### src/sv/vgc_pkg.sv
package vgc_pkg;

    // Alphabet: first symbol sits in the top byte of the literal
    localparam int SYM_COUNT = 75;
    localparam logic [8*SYM_COUNT-1:0] SYMBOLS =
        "qwertyuiopasdfghjklzxcvbnm_,.!():?-+=1234567890%*QWERTYUIOPASDFGHJKLZXCVBNM";

    localparam int IDX_W     = 7;   // alphabet index width
    localparam int KEY_SLOTS = 32;  // key byte slots in the register file
    localparam int POS_W     = 5;   // key position width
    localparam int LEN_W     = 6;   // key length register width

    localparam logic [7:0] CH_SPACE      = 8'h20;
    localparam logic [7:0] CH_UNDERSCORE = 8'h5F;

    // Configuration register indexes
    typedef enum logic [2:0] {
        CFG_KEY_LEN = 3'd0,
        CFG_KEY_A   = 3'd1,
        CFG_KEY_B   = 3'd2,
        CFG_KEY_C   = 3'd3,
        CFG_KEY_D   = 3'd4
    } t_cfg_idx;

    // Key view handed from the register file to the cipher datapath
    typedef struct packed {
        logic [LEN_W-1:0]              len;    // clamped active length
        logic [KEY_SLOTS-1:0][7:0]     chars;  // byte 0 = first key character
    } t_key_cfg;

    typedef struct packed {
        logic             hit;
        logic [IDX_W-1:0] idx;
    } t_lookup;

    // Symbol at an alphabet index (index below SYM_COUNT)
    function automatic logic [7:0] sym_char(input logic [IDX_W-1:0] idx);
        logic [7:0] ch;
        ch = 8'h00;
        for (int i = 0; i < SYM_COUNT; i++) begin
            if (idx == IDX_W'(i)) begin
                ch = SYMBOLS[8*(SYM_COUNT-1-i) +: 8];
            end
        end
        return ch;
    endfunction

    // Reverse lookup: alphabet symbols are unique, so at most one match
    function automatic t_lookup sym_lookup(input logic [7:0] ch);
        t_lookup r;
        r = '0;
        for (int i = 0; i < SYM_COUNT; i++) begin
            if (SYMBOLS[8*(SYM_COUNT-1-i) +: 8] == ch) begin
                r.hit = 1'b1;
                r.idx = IDX_W'(i);
            end
        end
        return r;
    endfunction

endpackage

### src/sv/vigenere_cipher_75_symbols.sv
// Vigenere cipher over a 75-symbol alphabet, one byte per request.
// Path: input register, then result register; the key/text lookups and
// modular add or subtract sit between.
// Throughput: 1 request per cycle, limited only by downstream stall.
// Reset (i_rst_n low, synchronous): pipeline empty, cipher state cleared,
// key length 1 and all key characters zero.
module vigenere_cipher_75_symbols
    import vgc_pkg::*;
#(
    parameter int KEY_MAX       = 32,
    parameter int ALPHABET_SIZE = 75
) (
    input  logic        i_clk,
    input  logic        i_rst_n,
    // input channel
    input  logic        i_in_valid,
    output logic        o_in_stall,
    input  logic [7:0]  i_in_char,
    input  logic        i_operation,
    input  logic        i_first_of_message,
    // output channel
    output logic        o_out_valid,
    input  logic        i_out_stall,
    output logic [7:0]  o_out_char,
    // configuration
    input  logic        i_cfg_valid,
    output logic        o_cfg_ready,
    input  logic [2:0]  i_cfg_index,
    input  logic [63:0] i_cfg_data
);

    t_key_cfg   key_cfg;
    logic       r_a_valid;
    logic [7:0] r_a_char;
    logic       r_a_op;
    logic       r_a_first;
    logic       r_out_valid;
    logic [7:0] r_out_char;
    logic [7:0] res_char;
    logic       out_free;
    logic       step;
    logic       in_take;

    assign o_cfg_ready = 1'b1;

    // Handshake: result register frees, input stage moves into it
    assign out_free   = !r_out_valid || !i_out_stall;
    assign step       = r_a_valid && out_free;
    assign o_in_stall = r_a_valid && !out_free;
    assign in_take    = i_in_valid && !o_in_stall;

    vgc_cfg_regs #(
        .KEY_MAX (KEY_MAX)
    ) u_cfg (
        .i_clk       (i_clk),
        .i_rst_n     (i_rst_n),
        .i_cfg_valid (i_cfg_valid),
        .i_cfg_index (i_cfg_index),
        .i_cfg_data  (i_cfg_data),
        .o_key_cfg   (key_cfg)
    );

    vgc_cipher_unit #(
        .ALPHABET_SIZE (ALPHABET_SIZE)
    ) u_cipher (
        .i_clk              (i_clk),
        .i_rst_n            (i_rst_n),
        .i_step             (step),
        .i_in_char          (r_a_char),
        .i_operation        (r_a_op),
        .i_first_of_message (r_a_first),
        .i_key_cfg          (key_cfg),
        .o_out_char         (res_char)
    );

    // Input register
    always_ff @(posedge i_clk) begin
        if (!i_rst_n) begin
            r_a_valid <= 1'b0;
        end else if (in_take) begin
            r_a_valid <= 1'b1;
        end else if (step) begin
            r_a_valid <= 1'b0;
        end
    end

    always_ff @(posedge i_clk) begin
        if (in_take) begin
            r_a_char  <= i_in_char;
            r_a_op    <= i_operation;
            r_a_first <= i_first_of_message;
        end
    end

    // Result register
    always_ff @(posedge i_clk) begin
        if (!i_rst_n) begin
            r_out_valid <= 1'b0;
        end else if (step) begin
            r_out_valid <= 1'b1;
        end else if (out_free) begin
            r_out_valid <= 1'b0;
        end
    end

    always_ff @(posedge i_clk) begin
        if (step) begin
            r_out_char <= res_char;
        end
    end

    assign o_out_valid = r_out_valid;
    assign o_out_char  = r_out_char;

endmodule

### src/sv/vgc_cfg_regs.sv
module vgc_cfg_regs
    import vgc_pkg::*;
#(
    parameter int KEY_MAX = 32
) (
    input  logic        i_clk,
    input  logic        i_rst_n,
    input  logic        i_cfg_valid,
    input  logic [2:0]  i_cfg_index,
    input  logic [63:0] i_cfg_data,
    output t_key_cfg    o_key_cfg
);

    logic [LEN_W-1:0] r_key_len;
    logic [63:0]      r_key_a;
    logic [63:0]      r_key_b;
    logic [63:0]      r_key_c;
    logic [63:0]      r_key_d;

    // Register writes
    always_ff @(posedge i_clk) begin
        if (!i_rst_n) begin
            r_key_len <= LEN_W'(1);
            r_key_a   <= '0;
            r_key_b   <= '0;
            r_key_c   <= '0;
            r_key_d   <= '0;
        end else if (i_cfg_valid) begin
            case (t_cfg_idx'(i_cfg_index))
                CFG_KEY_LEN: r_key_len <= i_cfg_data[LEN_W-1:0];
                CFG_KEY_A:   r_key_a   <= i_cfg_data;
                CFG_KEY_B:   r_key_b   <= i_cfg_data;
                CFG_KEY_C:   r_key_c   <= i_cfg_data;
                CFG_KEY_D:   r_key_d   <= i_cfg_data;
                default: ;
            endcase
        end
    end

    // Active length: zero acts as one, clamp at KEY_MAX
    always_comb begin
        if (r_key_len == '0) begin
            o_key_cfg.len = LEN_W'(1);
        end else if (r_key_len > LEN_W'(KEY_MAX)) begin
            o_key_cfg.len = LEN_W'(KEY_MAX);
        end else begin
            o_key_cfg.len = r_key_len;
        end
        o_key_cfg.chars = {r_key_d, r_key_c, r_key_b, r_key_a};
    end

endmodule

### src/sv/vgc_cipher_unit.sv
module vgc_cipher_unit
    import vgc_pkg::*;
#(
    parameter int ALPHABET_SIZE = 75
) (
    input  logic        i_clk,
    input  logic        i_rst_n,
    input  logic        i_step,
    input  logic [7:0]  i_in_char,
    input  logic        i_operation,
    input  logic        i_first_of_message,
    input  t_key_cfg    i_key_cfg,
    output logic [7:0]  o_out_char
);

    localparam int ALPH_N = (ALPHABET_SIZE < SYM_COUNT) ? ALPHABET_SIZE : SYM_COUNT;
    localparam logic [IDX_W:0] N_EXT = (IDX_W+1)'(ALPH_N);

    logic [POS_W-1:0] r_key_pos;
    logic [IDX_W-1:0] r_last_text;
    logic [IDX_W-1:0] r_last_key;

    logic [POS_W-1:0] n_key_pos;
    logic [IDX_W-1:0] n_last_text;
    logic [IDX_W-1:0] n_last_key;

    logic [POS_W-1:0] pos_base;
    logic [POS_W-1:0] pos_use;
    logic [LEN_W-1:0] pos_inc;
    logic [IDX_W-1:0] text_base;
    logic [IDX_W-1:0] key_base;
    logic [7:0]       key_char;
    logic [7:0]       text_char;
    t_lookup          key_lu;
    t_lookup          text_lu;
    logic             key_hit;
    logic             text_hit;
    logic [IDX_W:0]   sum;
    logic [IDX_W:0]   diff;
    logic [IDX_W-1:0] res_idx;
    logic [7:0]       sym;

    // Key, text lookup and modular add/subtract
    always_comb begin
        pos_base  = i_first_of_message ? '0 : r_key_pos;
        text_base = i_first_of_message ? '0 : r_last_text;
        key_base  = i_first_of_message ? '0 : r_last_key;

        pos_use = ({1'b0, pos_base} >= i_key_cfg.len) ? '0 : pos_base;

        key_char = i_key_cfg.chars[pos_use];
        key_lu   = sym_lookup(key_char);
        key_hit  = key_lu.hit && ({1'b0, key_lu.idx} < N_EXT);
        n_last_key = key_hit ? key_lu.idx : key_base;

        // Encrypt maps a space to underscore before lookup
        text_char = (!i_operation && i_in_char == CH_SPACE) ? CH_UNDERSCORE : i_in_char;
        text_lu   = sym_lookup(text_char);
        text_hit  = text_lu.hit && ({1'b0, text_lu.idx} < N_EXT);

        sum  = '0;
        diff = '0;
        if (!i_operation) begin
            n_last_text = text_hit ? text_lu.idx : text_base;
            sum = {1'b0, n_last_text} + {1'b0, n_last_key};
            res_idx = (sum >= N_EXT) ? IDX_W'(sum - N_EXT) : sum[IDX_W-1:0];
        end else begin
            diff = {1'b0, text_lu.idx} - {1'b0, n_last_key};
            if (text_hit) begin
                n_last_text = diff[IDX_W] ? IDX_W'(diff + N_EXT) : diff[IDX_W-1:0];
            end else begin
                n_last_text = text_base;
            end
            res_idx = n_last_text;
        end

        sym = sym_char(res_idx);
        o_out_char = (i_operation && sym == CH_UNDERSCORE) ? CH_SPACE : sym;

        pos_inc   = {1'b0, pos_use} + LEN_W'(1);
        n_key_pos = (pos_inc >= i_key_cfg.len) ? '0 : pos_inc[POS_W-1:0];
    end

    // Running cipher state, updated once per request
    always_ff @(posedge i_clk) begin
        if (!i_rst_n) begin
            r_key_pos   <= '0;
            r_last_text <= '0;
            r_last_key  <= '0;
        end else if (i_step) begin
            r_key_pos   <= n_key_pos;
            r_last_text <= n_last_text;
            r_last_key  <= n_last_key;
        end
    end

endmodule

### config.mk
export PLATFORM = sky130hd
export DESIGN_NAME = vigenere_cipher_75_symbols
export DESIGN_NICKNAME = d
export VERILOG_FILES = /design/src/sv/vgc_pkg.sv /design/src/sv/vigenere_cipher_75_symbols.sv /design/src/sv/vgc_cfg_regs.sv /design/src/sv/vgc_cipher_unit.sv
export SDC_FILE = /design/constraint.sdc
export NUM_CORES = 1
export LEC_CHECK = 0
export BUFFER_PORTS_ARGS = -buffer_cell sky130_fd_sc_hd__buf_2
export CORE_MARGIN = 5
export CORE_UTILIZATION = 50
export CTS_CLUSTER_DIAMETER = 120
export DETAILED_ROUTE_END_ITERATION = 6
export PLACE_DENSITY = 0.67
export SLEW_MARGIN = 20
export SYNTH_ARGS = -nofsm -noshare
export SYNTH_HDL_FRONTEND = slang
export SYNTH_SLANG_ARGS = --single-unit
### constraint.sdc
create_clock -name i_clk -period 27.2 [get_ports i_clk]
set_clock_uncertainty 0.1 [all_clocks]
set_input_delay 6.8 -clock i_clk [delete_from_list [all_inputs] [get_ports i_clk]]
set_output_delay 6.8 -clock i_clk [all_outputs]
set_load 0.1 [all_outputs]
==> run metrics <==
setup bufs post-CTS 0; sequential area share after synthesis 32.08%; Row Count 71; cts bufs inserted 36; global-route wire length before repair 108200 µm; Max Root-Sink Buffers 3; vias in the first global route 18391; cts hold-fix bufs 0; R2R cell count 32; PwrDens 56.30 mW/mm²; die area 0.04253 mm²; H-tree levels 2; Clk Latency, worst-skew pair 0.56 ns; Syn Area/Cell 7.470 µm²; post-synthesis cell count 2577; root buf cell clkbuf_16; Setup WS post-layout 12.77 ns; Initial Util 50.87%; grt total ovfl 0; die width 206.2 µm; Max Cap Viol 0; Hold Vio Cnt, Final 0; Top FF cell, synth dfxtp_1; cell accounting for the most synthesized area dfxtp_1; leakage power 0.007056 µW; synthesized area 0.01925 mm²; Slew headroom 24.25%; Worst Hold Class flip-flop to flip-flop; post-CTS resize count 0; share of the synthesized area in the top cell type 29.43%; drt drc 0; # setup viols final 0; Tmin final 14.43 ns; crit path DAT 7.53 ns; Unique masters post-synth 109; die height 206.2 µm; unrepaired setup endpoints after global routing false; ys async rst share 0%; Worst setup SP type primary input; CTS sink cnt 300; I/O pins 93; pre-CTS setup slack 12.77 ns; PortBufs 90; initial antenna violation count 5; placed cell count 3010; CTS tree done; largest net degree at the start of global routing 158; DRT iter0 DRCs 2081; Vias 19939; peak supply drop 0.05215 mV; GRT Overall Usage 32.03%; Area Growth Syn to Fin 8.858%; fin crit share 53.04%; share of cells above drive strength 1 10.54%; Critical Path RT 20.30 ns; R2R Setup Slk 15.06 ns; Setup CP Type primary input to output port; Setup TNS 0 ns; hpwl dp 46540 µm; total wire length 70040 µm; CORE AREA 0.03784 mm²; Synth Register Bits 300; Synth Warn # 0; EDFF count, synth 17; FILL cells 3668; Max Slew Vio Count 0; ranking of synthesized cells by area dfxtp_1 (29%), nand2_1 (13%), a21boi_0 (10%); CP max FO 3; crit end category output port; Peak Freq 69.31 MHz; first drt pass iteration count 6; clk slew on worst S/H paths 0.06 ns; pin slew with the least headroom to its limit 1.133 ns; Hold Path Depth 2; status complete, no violations; wire per inst 22.78 µm; vias per cell 6.484; fin cells 3075; syn_nets 2689; Final nets 2649; ANT nets after route 0; GP Congestion 0.9855
-- power breakdown --
part | switching (µW) | total [µW] | internal [µW]
logic | 163 | 240 | 76.8
registers | 7.52 | 465 | 458
clock network | 201 | 475 | 274
-- worst max-delay path, cell delays in order --
cell and delay [ns]:
buf_2 0.10, and3_1 0.19, buf_2 0.44
-- kinds of logic (layout without fill, tap and decap cells) --
group	count (synthesis)	in the layout	synth area share, %
other	2	5	0.03901
multiplexers	48	48	2.554
AND/OR/NAND/NOR	1116	1116	25.87
XOR/XNOR	19	19	0.8644
buffers and inverters	235	219	5.213
adder cells (fa/ha/maj)	32	32	2.132
flip-flops	300	300	32.08
AO/OA/AOI/OAI	825	825	31.24
-- cells in the mapped netlist (all sizes together) (7+ instances only) --
library cell and n:
nand2 673, dfxtp 283, a21boi 262, nor2 152
clkbuf 120, a21oi 117, o21ai 92, buf 85
nand3 66, nor3 50, o22ai 41, mux2i 39
nor2b 34, a211oi 33, o211ai 33, inv 29
ha 28, a31oi 27, nand2b 21, o221ai 20
and3 19, nand4 18, a32oi 17, edfxtp 17
a22oi 16, a21o 15, and2 15, nor4 15
o32ai 15, a221oi 14, o2111ai 14, xnor2 12
or2 10, or3 10, mux2 9, a2111oi 8
a2bb2oi 8, a211o 7, o22a 7, o31ai 7
o32a 7, xor2 7
-- layout by cell type, fill, tap and decap left out, types with 15 or more instances in the layout --
cell type,n
o21ai_0,82
a32oi_1,17
nand2_1,672
ha_1,28
and3_1,17
nand2b_1,20
o211ai_1,30
inv_1,26
mux2i_1,39
a21o_1,15
edfxtp_1,17
o221ai_1,18
nor2b_1,33
o22ai_1,41
nand4_1,18
a31oi_1,27
buf_2,89
nand3_1,62
a21boi_0,261
a211oi_1,31
a21oi_1,113
clkbuf_16,38
a22oi_1,16
nor2_1,148
nor3_1,43
dfxtp_1,282
buf_4,37
-- metal layers --
metal | track usage, % | vias to the layer above | routed length, µm
met2 | 52.03 | 1074 | 32000
met1 | 42.47 | 9458 | 28160
met3 | 4.833 | 224 | 6344
met4 | 13.78 | 6 | 3505
li1 | - | 9177 | -
met5 | 0 | - | 30
-- area by class of cell --
| class | instances | area, µm² | share of cell area, % |
|---|---|---|---|
| Clock inverter | 11 | 102.6 | 0.4896 |
| Tap cell | 511 | 639.4 | 3.051 |
| Clock buffer | 51 | 1060 | 5.057 |
| Multi-Input combinational cell | 2042 | 12120 | 57.84 |
| Inverter | 30 | 115.1 | 0.5493 |
| Sequential cell | 300 | 6177 | 29.48 |
| Antenna cell | 3 | 7.507 | 0.03582 |
| Timing Repair Buffer | 127 | 734.5 | 3.505 |
-- worst paths after layout --
kind,start,to
setup / recovery,i_out_stall,o_in_stall
hold / removal,u_cfg.r_key_b[52]$_SDFFE_PN0P_,u_cfg.r_key_b[52]$_SDFFE_PN0P_
setup reg to reg,r_a_first$_DFFE_PP_,o_out_char[1]$_SDFFCE_PP0P_
hold reg to reg,u_cfg.r_key_b[52]$_SDFFE_PN0P_,u_cfg.r_key_b[52]$_SDFFE_PN0P_
-- state kept, by name (all words and copies together), names as in the netlist, 6 cells and up --
| name | count |
|---|---|
| o_out_char | 7 |
| r_a_char | 8 |
| u_cfg.r_key_d | 64 |
| u_cipher.r_last_key | 7 |
| u_cipher.r_last_text | 7 |
| u_cfg.r_key_len | 6 |
| u_cfg.r_key_c | 64 |
| u_cfg.r_key_a | 64 |
| u_cfg.r_key_b | 64 |
-- per-stage QoR --
stage | power, µW | instance area, µm² | util (%) | hold slack, ns
after floorplan | 648.9 | 19250 | - | 0.3383
after global routing | 1225 | 20950 | 55.36 | 0.3857
after detailed placement | 708.7 | 19790 | 52.28 | 0.3562
after CTS | 1181 | 20950 | 55.36 | 0.3656
final | 1180 | 20960 | 55.38 | 0.3630
after global placement | 705.7 | 19790 | 52.28 | 0.3494
Note: power is estimated with default switching activity, not from simulation.
